$ cat config.mk
export PLATFORM = sky130hd
export DESIGN_NAME = postfix_stack_evaluator_top
export DESIGN_NICKNAME = d
export VERILOG_FILES = /design/src/design/pse_pkg.sv /design/src/design/postfix_stack_evaluator_top.sv /design/src/design/pse_cell.sv /design/src/design/pse_div.sv
export SDC_FILE = /design/constraint.sdc
export NUM_CORES = 2
export LEC_CHECK = 0
export ABC_AREA = 1
export BUFFER_PORTS_ARGS = -buffer_cell sky130_fd_sc_hd__buf_2
export CAP_MARGIN = 10
export CORE_MARGIN = 2
export CORE_UTILIZATION = 44
export DETAILED_ROUTE_END_ITERATION = 8
export PLACE_DENSITY = 0.62
export SYNTH_ARGS = -nofsm -noshare
export SYNTH_HDL_FRONTEND = slang
export SYNTH_SLANG_ARGS = --single-unit
$ cat constraint.sdc
create_clock -name clk_i -period 38.3 [get_ports clk_i]
set_input_delay 5.745 -clock clk_i [delete_from_list [all_inputs] [get_ports clk_i]]
set_output_delay 5.745 -clock clk_i [all_outputs]
set_load 0.02 [all_outputs]
$ cat src/design/pse_pkg.sv
// shared types and constants of the postfix stack evaluator
// no dependencies
`timescale 1ns / 1ps

package pse_pkg;

  localparam int StackDepth = 16;
  localparam int DataW      = 32;
  localparam int KindW      = 3;
  localparam int StatusW    = 3;
  localparam int FracW      = 16;
  localparam int DivW       = DataW + FracW;
  localparam int ProdW      = 2 * DataW;

  typedef enum logic [KindW-1:0] {
    KindNum = 3'd0,
    KindAdd = 3'd1,
    KindSub = 3'd2,
    KindMul = 3'd3,
    KindDiv = 3'd4,
    KindEnd = 3'd5
  } kind_e;

  typedef enum logic [StatusW-1:0] {
    StOk    = 3'd0,
    StUnder = 3'd1,
    StFull  = 3'd2,
    StDivz  = 3'd3,
    StSat   = 3'd4
  } status_e;

  // per-cell shift control
  typedef struct packed {
    logic shift_dn;  // take the entry from the cell above (push)
    logic shift_up;  // take the entry from the cell below (pop)
  } cell_ctrl_t;

endpackage

$ cat src/design/postfix_stack_evaluator_top.sv
// top level of the postfix stack evaluator: stack of shifting cells plus arithmetic
// depends on pse_pkg, pse_cell and pse_div
`timescale 1ns / 1ps

// postfix (rpn) evaluator on a stack of signed q16.16 values
//
// input channel s_axis: one token per transfer, tuser = kind, tdata = value
//   kinds: number pushes value, add/sub/mul/div pop top t and second s and push
//   t op s, end reports the top and empties the stack
// output channel m_axis: exactly one result per token, tdata = top of stack after
//   the token, tuser = status, tlast = result of an end token
//
// path from input transfer to output valid:
//   number, add, subtract, end, bad kind, errors : straight into the output register
//   multiply : product register, then shift and clamp
//   divide   : bit-serial divider (48 quotient bits), then sign and clamp
// one token is in work at a time; a multiply or divide token holds the input until its
// result is registered (other tokens: one per cycle while the output drains), and a token
// is taken only when the output register is empty or being drained in the same cycle
//
// the stack is a row of cells with the top in cell 0; a push shifts every cell
// down one place, an operator shifts the cells below the top up one place
// reset clears the entry count and the handshake state; cell contents are don't care
// a stalled receiver holds the result in the output register and blocks new tokens

module postfix_stack_evaluator_top #(
  parameter int STACK_DEPTH = pse_pkg::StackDepth
) (
  input  logic                         clk_i,
  input  logic                         rst_ni,
  // token input
  input  logic                         s_axis_tvalid,
  output logic                         s_axis_tready,
  input  logic [pse_pkg::DataW-1:0]    s_axis_tdata,   // [31:0] value
  input  logic [pse_pkg::KindW-1:0]    s_axis_tuser,   // [2:0] kind
  // result output
  output logic                         m_axis_tvalid,
  input  logic                         m_axis_tready,
  output logic [pse_pkg::DataW-1:0]    m_axis_tdata,   // [31:0] top_value
  output logic [pse_pkg::StatusW-1:0]  m_axis_tuser,   // [2:0] status
  output logic                         m_axis_tlast    // final_res
);

  localparam int CntW = $clog2(STACK_DEPTH + 1);
  localparam int DW   = pse_pkg::DataW;

  typedef enum logic [1:0] {
    ST_IDLE,
    ST_MUL,
    ST_DIV
  } state_e;

  state_e                 state_q, state_d;
  logic [CntW-1:0]        cnt_q, cnt_d;
  logic                   out_vld_q, out_vld_d;
  logic [DW-1:0]          out_top_q, out_top_d;
  pse_pkg::status_e       status_q, status_d;
  logic                   last_q, last_d;
  logic                   neg_q, neg_d;
  logic signed [pse_pkg::ProdW-1:0] prod_q;

  // cell row
  logic [DW-1:0]          cell_data [STACK_DEPTH];
  pse_pkg::cell_ctrl_t    cell_ctrl [STACK_DEPTH];
  logic                   push, op_wr;
  logic [DW-1:0]          wr_data;

  // handshake helpers
  logic                   in_acc, slot_free;
  pse_pkg::kind_e         kind;
  logic [DW-1:0]          top_cur;
  logic                   full, under;

  // add / subtract
  logic [DW:0]            sum_add, sum_sub;
  logic                   sat_add, sat_sub;
  logic [DW-1:0]          res_add, res_sub;

  // multiply post-processing
  logic [pse_pkg::DivW-1:0] mul_sh;
  logic                   sat_mul;
  logic [DW-1:0]          res_mul;

  // divide
  logic                   div_start, div_done;
  logic [DW-1:0]          abs_t, abs_s;
  logic [pse_pkg::DivW-1:0] quot;
  logic                   sat_div;
  logic [DW-1:0]          res_div;

  assign kind      = pse_pkg::kind_e'(s_axis_tuser);
  assign slot_free = !out_vld_q || m_axis_tready;
  assign s_axis_tready = (state_q == ST_IDLE) && slot_free;
  assign in_acc    = s_axis_tvalid && s_axis_tready;

  assign top_cur = (cnt_q == '0) ? '0 : cell_data[0];
  assign full    = (cnt_q == CntW'(STACK_DEPTH));
  assign under   = (cnt_q < CntW'(2));

  // t + s and t - s with clamp to 32 bits
  assign sum_add = {cell_data[0][DW-1], cell_data[0]} + {cell_data[1][DW-1], cell_data[1]};
  assign sum_sub = {cell_data[0][DW-1], cell_data[0]} - {cell_data[1][DW-1], cell_data[1]};
  assign sat_add = sum_add[DW] ^ sum_add[DW-1];
  assign sat_sub = sum_sub[DW] ^ sum_sub[DW-1];
  assign res_add = sat_add ? {sum_add[DW], {(DW-1){!sum_add[DW]}}} : sum_add[DW-1:0];
  assign res_sub = sat_sub ? {sum_sub[DW], {(DW-1){!sum_sub[DW]}}} : sum_sub[DW-1:0];

  // product shifted right by the fraction width rounds toward minus infinity
  assign mul_sh  = prod_q[pse_pkg::ProdW-1:pse_pkg::FracW];
  assign sat_mul = !((&mul_sh[pse_pkg::DivW-1:DW-1]) || !(|mul_sh[pse_pkg::DivW-1:DW-1]));
  assign res_mul = sat_mul ? {mul_sh[pse_pkg::DivW-1], {(DW-1){!mul_sh[pse_pkg::DivW-1]}}}
                           : mul_sh[DW-1:0];

  // divide on magnitudes, sign applied afterwards (truncation toward zero)
  assign abs_t = cell_data[0][DW-1] ? (~cell_data[0] + 1'b1) : cell_data[0];
  assign abs_s = cell_data[1][DW-1] ? (~cell_data[1] + 1'b1) : cell_data[1];

  always_comb begin
    if (neg_q) begin
      sat_div = (|quot[pse_pkg::DivW-1:DW]) || (quot[DW-1] && (|quot[DW-2:0]));
      res_div = sat_div ? {1'b1, {(DW-1){1'b0}}} : (~quot[DW-1:0] + 1'b1);
    end else begin
      sat_div = |quot[pse_pkg::DivW-1:DW-1];
      res_div = sat_div ? {1'b0, {(DW-1){1'b1}}} : quot[DW-1:0];
    end
  end

  pse_div u_div (
    .clk_i      (clk_i),
    .rst_ni     (rst_ni),
    .start_i    (div_start),
    .dividend_i ({abs_t, {pse_pkg::FracW{1'b0}}}),
    .divisor_i  (abs_s),
    .quot_o     (quot),
    .done_o     (div_done)
  );

  // token sequencing
  always_comb begin
    logic emit;
    emit      = 1'b0;
    state_d   = state_q;
    cnt_d     = cnt_q;
    out_vld_d = out_vld_q && !m_axis_tready;
    out_top_d = out_top_q;
    status_d  = status_q;
    last_d    = last_q;
    neg_d     = neg_q;
    push      = 1'b0;
    op_wr     = 1'b0;
    wr_data   = s_axis_tdata;
    div_start = 1'b0;

    case (state_q)
      ST_IDLE: begin
        if (in_acc) begin
          emit      = 1'b1;
          out_top_d = top_cur;
          status_d  = pse_pkg::StOk;
          last_d    = 1'b0;
          case (kind)
            pse_pkg::KindNum: begin
              if (full) begin
                status_d = pse_pkg::StFull;
              end else begin
                push      = 1'b1;
                cnt_d     = cnt_q + 1'b1;
                out_top_d = s_axis_tdata;
              end
            end
            pse_pkg::KindAdd, pse_pkg::KindSub: begin
              if (under) begin
                status_d = pse_pkg::StUnder;
              end else begin
                op_wr     = 1'b1;
                cnt_d     = cnt_q - 1'b1;
                wr_data   = (kind == pse_pkg::KindAdd) ? res_add : res_sub;
                out_top_d = wr_data;
                if ((kind == pse_pkg::KindAdd) ? sat_add : sat_sub) begin
                  status_d = pse_pkg::StSat;
                end
              end
            end
            pse_pkg::KindMul: begin
              if (under) begin
                status_d = pse_pkg::StUnder;
              end else begin
                emit    = 1'b0;
                state_d = ST_MUL;
              end
            end
            pse_pkg::KindDiv: begin
              if (under) begin
                status_d = pse_pkg::StUnder;
              end else if (cell_data[1] == '0) begin
                status_d = pse_pkg::StDivz;
              end else begin
                emit      = 1'b0;
                div_start = 1'b1;
                neg_d     = cell_data[0][DW-1] ^ cell_data[1][DW-1];
                state_d   = ST_DIV;
              end
            end
            pse_pkg::KindEnd: begin
              last_d = 1'b1;
              if (cnt_q == '0) begin
                status_d = pse_pkg::StUnder;
              end
              cnt_d = '0;
            end
            default: begin
              // unused kind codes leave the stack alone
            end
          endcase
        end
      end
      ST_MUL: begin
        if (slot_free) begin
          emit      = 1'b1;
          op_wr     = 1'b1;
          cnt_d     = cnt_q - 1'b1;
          wr_data   = res_mul;
          out_top_d = res_mul;
          status_d  = sat_mul ? pse_pkg::StSat : pse_pkg::StOk;
          last_d    = 1'b0;
          state_d   = ST_IDLE;
        end
      end
      ST_DIV: begin
        if (div_done && slot_free) begin
          emit      = 1'b1;
          op_wr     = 1'b1;
          cnt_d     = cnt_q - 1'b1;
          wr_data   = res_div;
          out_top_d = res_div;
          status_d  = sat_div ? pse_pkg::StSat : pse_pkg::StOk;
          last_d    = 1'b0;
          state_d   = ST_IDLE;
        end
      end
      default: begin
        state_d = ST_IDLE;
      end
    endcase

    if (emit) begin
      out_vld_d = 1'b1;
    end
  end

  always_ff @(posedge clk_i or negedge rst_ni) begin
    if (!rst_ni) begin
      state_q   <= ST_IDLE;
      cnt_q     <= '0;
      out_vld_q <= 1'b0;
      out_top_q <= '0;
      status_q  <= pse_pkg::StOk;
      last_q    <= 1'b0;
      neg_q     <= 1'b0;
    end else begin
      state_q   <= state_d;
      cnt_q     <= cnt_d;
      out_vld_q <= out_vld_d;
      out_top_q <= out_top_d;
      status_q  <= status_d;
      last_q    <= last_d;
      neg_q     <= neg_d;
    end
  end

  // full product of top and second entry, registered before the shift and clamp
  always_ff @(posedge clk_i) begin
    if (in_acc && (kind == pse_pkg::KindMul)) begin
      prod_q <= $signed(cell_data[0]) * $signed(cell_data[1]);
    end
  end

  // row of stack cells, top of stack in cell 0
  for (genvar i = 0; i < STACK_DEPTH; i++) begin : g_cell
    logic [DW-1:0] prev_data, next_data;

    if (i == 0) begin : g_top
      assign prev_data        = wr_data;
      assign cell_ctrl[i].shift_dn = push || op_wr;
      assign cell_ctrl[i].shift_up = 1'b0;
    end else begin : g_low
      assign prev_data        = cell_data[i-1];
      assign cell_ctrl[i].shift_dn = push;
      assign cell_ctrl[i].shift_up = op_wr;
    end

    if (i == STACK_DEPTH - 1) begin : g_last
      assign next_data = '0;
    end else begin : g_mid
      assign next_data = cell_data[i+1];
    end

    pse_cell u_cell (
      .clk_i  (clk_i),
      .ctrl_i (cell_ctrl[i]),
      .prev_i (prev_data),
      .next_i (next_data),
      .data_o (cell_data[i])
    );
  end

  assign m_axis_tvalid = out_vld_q;
  assign m_axis_tdata  = out_top_q;
  assign m_axis_tuser  = status_q;
  assign m_axis_tlast  = last_q;

endmodule

$ cat src/design/pse_cell.sv
// one stack cell: holds a single q16.16 entry and shifts with its neighbors
// depends on pse_pkg
`timescale 1ns / 1ps

module pse_cell (
  input  logic                       clk_i,
  input  pse_pkg::cell_ctrl_t        ctrl_i,
  input  logic [pse_pkg::DataW-1:0]  prev_i,
  input  logic [pse_pkg::DataW-1:0]  next_i,
  output logic [pse_pkg::DataW-1:0]  data_o
);

  logic [pse_pkg::DataW-1:0] data_q;

  always_ff @(posedge clk_i) begin
    if (ctrl_i.shift_dn) begin
      data_q <= prev_i;
    end else if (ctrl_i.shift_up) begin
      data_q <= next_i;
    end
  end

  assign data_o = data_q;

endmodule

$ cat src/design/pse_div.sv
// restoring divider on magnitudes, one quotient bit per cycle
// depends on pse_pkg
`timescale 1ns / 1ps

module pse_div (
  input  logic                      clk_i,
  input  logic                      rst_ni,
  input  logic                      start_i,
  input  logic [pse_pkg::DivW-1:0]  dividend_i,
  input  logic [pse_pkg::DataW-1:0] divisor_i,
  output logic [pse_pkg::DivW-1:0]  quot_o,
  output logic                      done_o
);

  localparam int CntW = $clog2(pse_pkg::DivW);

  logic [pse_pkg::DataW-1:0] rem_q, rem_d;
  logic [pse_pkg::DivW-1:0]  quo_q, quo_d;
  logic [pse_pkg::DataW-1:0] dvs_q;
  logic [CntW-1:0]           cnt_q;
  logic                      busy_q, done_q;
  logic [pse_pkg::DataW:0]   rem_sh;
  logic [pse_pkg::DataW+1:0] diff;

  always_comb begin
    rem_sh = {rem_q, quo_q[pse_pkg::DivW-1]};
    diff   = {1'b0, rem_sh} - {2'b00, dvs_q};
    if (!diff[pse_pkg::DataW+1]) begin
      rem_d = diff[pse_pkg::DataW-1:0];
      quo_d = {quo_q[pse_pkg::DivW-2:0], 1'b1};
    end else begin
      rem_d = rem_sh[pse_pkg::DataW-1:0];
      quo_d = {quo_q[pse_pkg::DivW-2:0], 1'b0};
    end
  end

  always_ff @(posedge clk_i or negedge rst_ni) begin
    if (!rst_ni) begin
      busy_q <= 1'b0;
      done_q <= 1'b0;
      cnt_q  <= '0;
    end else if (start_i) begin
      busy_q <= 1'b1;
      done_q <= 1'b0;
      cnt_q  <= CntW'(pse_pkg::DivW - 1);
    end else if (busy_q) begin
      cnt_q <= cnt_q - 1'b1;
      if (cnt_q == '0) begin
        busy_q <= 1'b0;
        done_q <= 1'b1;
      end
    end
  end

  always_ff @(posedge clk_i) begin
    if (start_i) begin
      rem_q <= '0;
      quo_q <= dividend_i;
      dvs_q <= divisor_i;
    end else if (busy_q) begin
      rem_q <= rem_d;
      quo_q <= quo_d;
    end
  end

  assign quot_o = quo_q;
  assign done_o = done_q;

endmodule

[Word-level counts from Yosys, hierarchy flattened]
Index checks and enable logic that the tools add are counted.
Storage, ports and cells
  flip-flop bits (word level): 741
  word-level logic and storage cells: 228
  output and inout port bits: 38
Cells by class
  $lt $le $gt $ge: 1
  add/sub/neg operators: 9
  multiplexer cells: 123
  bitwise operators: 8
  $mul: 1
  equal/unequal tests: 18
  reduce and logical (&&, ||, !) cells: 36
Operators by type and width (number)
  $mux W32: 50
  $pmux W32 S3: 2
  $add A32 B1 Y32 const B: 3
  $mux W48: 2
  $not A32 Y32: 3
  $mul A32 B32 Y64: 1
  $pmux W32 S2: 1
  $mux W1: 34
  $reduce_or A17 Y1: 2
  $sub A33 B32 Y34: 1
  $add A32 B32 Y33: 1
  $sub A32 B32 Y33: 1
  $logic_not A32 Y1: 1
  $mux W31: 1
  $reduce_or A31 Y1: 1
  $pmux W5 S3: 2
  $mux W5: 5
  $mux W3: 7
  $mux W2: 9
  $reduce_and A17 Y1: 1
  $reduce_or A16 Y1: 1
  $ne A3 B3 Y1 const B: 5
  $pmux W3 S5: 1
  $reduce_and A7 Y1: 2
  34 further kinds: 59

[Longest topological paths before layout]
  depth after elaboration: 8
  depth in mapped cells: 34
  depth with buffers taken out: 31

[Hierarchy]
From an unflattened synthesis, not the netlist that was laid out.
Unflattened totals
  cells, all modules: 10517
  area total of the unflattened synthesis: 82562.9 µm²
Modules (own cells, without submodules)
  postfix_stack_evaluator_top: instances 1, seq. area each 2567.5 µm², area each 52584.2 µm², cells each 7268
  pse_cell: instances 16, seq. area each 960.9 µm², area each 1401.3 µm², cells each 137
  pse_div: instances 1, seq. area each 3243.1 µm², area each 7557.2 µm², cells each 1057

[Least setup slack after synthesis]
Ideal clock, no wire load.
  path type: input -> register
  start point: input s_axis_tuser[0] in the netlist's numbering
  end point: register g_cell[0].u_cell.data_q (netlist bit g_cell[0].u_cell.data_o[0]) (enable)
  slack: -6.396 ns
  data arrival time: 42.599 ns
  required time: 36.203 ns
  cell stages on the path: 10
  cell sequence: a21oi_1 inv_2 nor2_1 inv_1 nor2_2 nand2_1 inv_2 clkbuf_1 nor3_1 o21ai_0
RTL lines
  start, declared: RTL line postfix_stack_evaluator_top.sv:35  | input logic [pse_pkg::KindW-1:0] s_axis_tuser,
  end signal, assigned: RTL line pse_cell.sv:17  | data_q <= prev_i;
  end signal, assigned: RTL line pse_cell.sv:19  | data_q <= next_i;
  end, declared: RTL line pse_cell.sv:13  | logic [pse_pkg::DataW-1:0] data_q;

[Final worst setup path]
  start point: input m_axis_tready
  end point: output s_axis_tready
On the way
  cells in the longest elaborated chain, start to end: 2
RTL lines
  start, declared: RTL line postfix_stack_evaluator_top.sv:38  | input logic m_axis_tready,
  $logic_or A1 B1 Y1: RTL line postfix_stack_evaluator_top.sv:92  | assign slot_free = !out_vld_q || m_axis_tready;
  $logic_and A1 B1 Y1: RTL line postfix_stack_evaluator_top.sv:93  | assign s_axis_tready = (state_q == ST_IDLE) && slot_free;
  end, declared: RTL line postfix_stack_evaluator_top.sv:33  | output logic s_axis_tready,
Every way passes these cells.

==> impl.org <==
** Run status
- The flow ran to the end, and the final reports show no timing, DRC or antenna violations.

** Detailed routing
- Drt via density :: 5.37
- Antenna Nets Post-Route :: 0
- The routed design has 273000 um of wire.
- Sum of met3 wire segment lengths after detailed routing :: 21900 um
- Total met2 wirelength after detailed routing :: 120000 um
- Routed metal-1 wirelength :: 118000 um
- Post-route DRC :: 0
- Routed vias :: 65400
- Before antenna repair, the detailed router went through 8 iterations.
- Top Layer Used :: met5
- Violation count after the first detailed-routing iteration :: 6813
- Routed WL per cell :: 22.4 um

** Logic synthesis
- Counting flops with a built-in enable in the synthesized netlist gives 624.
- The number of nets in the synthesized netlist is 11300.
- Post-synthesis sequential element count :: 725
- Summing the areas of all compound-gate instances in the mapped netlist gives 9.20% of the synthesized area.
- Area of the mapped netlist :: 0.0802 mm2
- In the synthesized netlist the dominant register cell turns out to be sky130_fd_sc_hd__edfxtp_1.
- Proportion of netlist area held by the largest area contributor :: 27.1%
- Fraction of synthesized area in multiplexers :: 0%
- Each instance of the synthesized netlist takes up on average 8.07 um2.
- After synthesis, the cell types taking the most area are sky130_fd_sc_hd__fa_1, sky130_fd_sc_hd__edfxtp_1, sky130_fd_sc_hd__nand2_1.
- Number of instances in the synthesized netlist :: 9937
- After synthesis, the largest family of logic cells by area is adder cells.
- In this run, distinct cell masters in the synthesized netlist total 68.
- The synthesized netlist devotes 1.88% of its cell area to XOR and XNOR gates.
- Warnings, synthesis :: 0
- For this run, asynchronously set or reset flops after synthesis account for 7.31%.
- Post-synthesis simple-gate area fraction :: 17.7%
- Sequential elements use 26.2% of the synthesized area.
- Share of synthesized cell area in full adder, half adder and majority cells :: 31.6%
- The synthesized design spends more area on one cell type than any other, namely sky130_fd_sc_hd__fa_1.

** Clocking
- In this run the deepest clock path goes through 3 buffers.
- TritonCTS built the clock tree.
- Clock sink count :: 725
- In this run the post-CTS setup repair buffer count came out at 0.
- After clock tree synthesis, the flow added hold-fix buffers numbering 0.
- The number of clock buffers added by TritonCTS is 85.
- H-tree levels :: 3
- After clock tree synthesis, the repair step resized 0 gates.
- CTS root buf :: sky130_fd_sc_hd__clkbuf_16
- After clock tree synthesis, the clock-pin slew on the worst setup and hold paths is 0.06 ns.
- Worst skew pair latency :: 0.76 ns

** GRT
- Entering global routing, the biggest net connects 275 pins.
- The first global-routing pass estimated 412000 um of wire.
- The initial antenna violation count came to 11.
- Number of global-route vias before repair :: 65100
- Global routing finished with a remaining overflow of 0.
- Global routing used 29.6% of the available tracks.

** Die
- The die is 431 um wide.
- Once the floorplan was initialized, standard cells occupied 44.3% of the core.
- The die covers 0.186 mm2.
- Die Ht :: 431 um
- The region available for standard cell placement spans 0.181 mm2.
- The initialized floorplan defines 156 standard-cell rows.
- Number of primary I/O pins :: 77

** Setup path
- For flop-to-flop paths, the worst setup slack is 29.17 ns.
- Reg2Reg Capture Point :: prod_q[56]$_DFFE_PP_
- Of all nets on the critical path, the largest fanout is 4.
- Element type at the critical path start :: input pin
- Data arrives at the worst endpoint at 6.35 ns.
- Worst Reg2Reg Path Length in Cells :: 26
- The critical path is of the input pin to output port type.
- STA puts the critical path data required time at 32.55 ns.
- STA classifies the critical path endpoint as an output port.
- In this run the critical register-to-register path is launched from g_cell[1].u_cell.data_o[6]$_DFFE_PP_.

** Run
- The tool flagged a number of max-cap violations equal to 0.

** Timing
- The worst path needs 12.10 ns of the cycle, external delays included.
- Clock skew :: 0.0566 ns
- Setup repair after global routing missed its margin :: no
- Setup violations remaining at the end of the flow were counted as 0.
- Relative slew slack :: 9.62%
- Hold violation count in the final report :: 0
- Setup TNS Final :: 0 ns
- Transition time of the tightest slew-check pin :: 1.34 ns
- Peak clock frequency supported by timing :: 0.0827 GHz
- Dividing the final minimum period by the clock period gives 31.6%.
- Final slew viol count :: 0

** Finish
- Register area :: 0.0210 mm2
- The finished layout holds 12200 standard cells, fillers aside.
- Summing all multi-input logic gate instances after layout gives 0.0484 mm2.
- The filler cells instantiated in the layout total 17700.
- Fraction of layout instances using a drive strength above 1 :: 4.96%
- Fin nets :: 11100
- The area growth from synthesis to layout is 6.61%.

** Hold path
- The worst hold path belongs to the class register to register.
- The worst hold path was traced through 2 stages.
- Beginning of the worst hold path :: u_div.rem_q[17]$_SDFFE_PP0P_
- For hold timing, the worst endpoint is u_div.rem_q[17]$_SDFFE_PP0P_.

** Placement
- Including well taps, the total number of placed cells is 12000.
- Number of buffers inserted by port buffering :: 76
- Routability-driven placement finished with a final weighted congestion of 0.994.
- Half-perimeter wire length of the detailed placement result :: 209000 um
==> kinds of logic (layout without fill, tap and decap cells) <==
logic type / count (synthesis) / in the layout
simple gates: 3517 / 3517
other cells: 0 / 1
xor+xnor: 172 / 172
compound gates: 1332 / 1332
flops: 725 / 725
fa+ha+maj: 1372 / 1372
buf+inv: 2819 / 2691
==> cell type report <==
type | count | share of cell area [%]
sequential | 725 | 24.6
antenna | 1 | 0.00293
inverter | 2319 | 10.2
tap | 2370 | 3.47
multi-input combinational | 6393 | 56.7
timing repair buffer | 212 | 1.70
clock buffer | 117 | 2.75
clock inverter | 43 | 0.627
==> metal layers <==
metal | vias to the layer above | global-route usage [%]
met5 | - | 0
met4 | 4 | 12.5
met3 | 488 | 4.96
met2 | 2645 | 45.1
met1 | 32500 | 41.9
li1 | 29800 | -
==> critical path, stage by stage <==
cell and delay [ns]:
sky130_fd_sc_hd__buf_2 0.09, sky130_fd_sc_hd__nor2_1 0.24, sky130_fd_sc_hd__nor2_1 0.10, sky130_fd_sc_hd__buf_2 0.17
==> stage by stage <==
| stage | setup WS, ns | hold WS, ns | instance area [um2] | util (%) |
|---|---|---|---|---|
| 3_5_place_dp | 26.19 | 0.462 | 82600 | 45.6 |
| 5_1_grt | 26.12 | 0.487 | 85500 | 47.2 |
| 3_3_place_gp | 26.20 | 0.457 | 82600 | 45.6 |
| 4_1_cts | 26.19 | 0.475 | 85500 | 47.2 |
| 6_report | 26.20 | 0.474 | 85500 | 47.2 |
| 2_1_floorplan | 7.44 | 0.444 | 80200 | - |
==> synth_stat cells, types with 13 or more instances <==
cell	n
sky130_fd_sc_hd__nand2_1	2588
sky130_fd_sc_hd__inv_1	2281
sky130_fd_sc_hd__fa_1	1084
sky130_fd_sc_hd__o21ai_0	680
sky130_fd_sc_hd__edfxtp_1	624
sky130_fd_sc_hd__nor2_1	467
sky130_fd_sc_hd__clkbuf_1	363
sky130_fd_sc_hd__a21oi_1	299
sky130_fd_sc_hd__ha_1	288
sky130_fd_sc_hd__nand3_1	201
sky130_fd_sc_hd__xor2_1	133
sky130_fd_sc_hd__o21ai_1	78
sky130_fd_sc_hd__nand4_1	67
sky130_fd_sc_hd__buf_1	59
sky130_fd_sc_hd__a31oi_1	55
sky130_fd_sc_hd__buf_2	54
sky130_fd_sc_hd__dfrtp_1	53
sky130_fd_sc_hd__dfxtp_1	48
sky130_fd_sc_hd__nor3_1	48
sky130_fd_sc_hd__xnor2_1	39
sky130_fd_sc_hd__nand2_2	35
sky130_fd_sc_hd__a221oi_1	33
sky130_fd_sc_hd__inv_2	32
sky130_fd_sc_hd__o211ai_1	32
sky130_fd_sc_hd__o22ai_1	24
sky130_fd_sc_hd__a22oi_1	20
sky130_fd_sc_hd__nor2_2	20
sky130_fd_sc_hd__nor4_1	19
sky130_fd_sc_hd__o21a_1	19
sky130_fd_sc_hd__o21bai_1	16
sky130_fd_sc_hd__o2111ai_1	14
sky130_fd_sc_hd__or2_2	14
sky130_fd_sc_hd__a21o_1	13
sky130_fd_sc_hd__or2_1	13
==> how the worst max path moves through the flow <==
| stage | startpoint | endpoint | cells past startpoint |
|---|---|---|---|
| global route | m_axis_tready | s_axis_tready | 4 |
| finish | m_axis_tready | s_axis_tready | 4 |
| floorplan | s_axis_tuser[0] | g_cell[0].u_cell.data_o[0]$_DFFE_PP_ | 10 |
| global placement | m_axis_tready | s_axis_tready | 4 |
| detailed placement | m_axis_tready | s_axis_tready | 4 |
| CTS | m_axis_tready | s_axis_tready | 4 |
==> flip-flops by register name (all words and copies together), names as in the netlist <==
register,flops
neg_q,1
m_axis_tvalid,1
cnt_q,5
u_div.rem_q,32
u_div.busy_q,1
g_cell.u_cell.data_o,512
u_div.quot_o,48
prod_q,48
u_div.cnt_q,6
u_div.done_o,1
m_axis_tlast,1
state_q,2
m_axis_tdata,32
m_axis_tuser,3
u_div.dvs_q,32
==> cell usage in the layout (no fill, tap or decap), types with 19 or more instances in the layout <==
cell	count
sky130_fd_sc_hd__nor2_1	464
sky130_fd_sc_hd__nand2_2	36
sky130_fd_sc_hd__inv_2	33
sky130_fd_sc_hd__buf_2	76
sky130_fd_sc_hd__nand4_1	67
sky130_fd_sc_hd__nand2_1	2587
sky130_fd_sc_hd__inv_1	2279
sky130_fd_sc_hd__o22ai_1	24
sky130_fd_sc_hd__o21a_1	19
sky130_fd_sc_hd__dfxtp_1	48
sky130_fd_sc_hd__fa_1	1084
sky130_fd_sc_hd__o21ai_0	679
sky130_fd_sc_hd__a21oi_1	299
sky130_fd_sc_hd__a221oi_1	33
sky130_fd_sc_hd__clkbuf_1	24
sky130_fd_sc_hd__dfrtp_1	53
sky130_fd_sc_hd__xor2_1	133
sky130_fd_sc_hd__a22oi_1	20
sky130_fd_sc_hd__nor4_1	19
sky130_fd_sc_hd__ha_1	287
sky130_fd_sc_hd__buf_4	132
sky130_fd_sc_hd__a31oi_1	55
sky130_fd_sc_hd__nor2_2	21
sky130_fd_sc_hd__nor3_1	48
sky130_fd_sc_hd__nand3_1	200
sky130_fd_sc_hd__xnor2_1	39
sky130_fd_sc_hd__o21ai_1	77
sky130_fd_sc_hd__o211ai_1	32
sky130_fd_sc_hd__clkbuf_16	87
sky130_fd_sc_hd__edfxtp_1	624
Power is left out: the tool's default activity adds up to more than one toggle a clock period on the data nets, which glitch-free logic cannot reach.
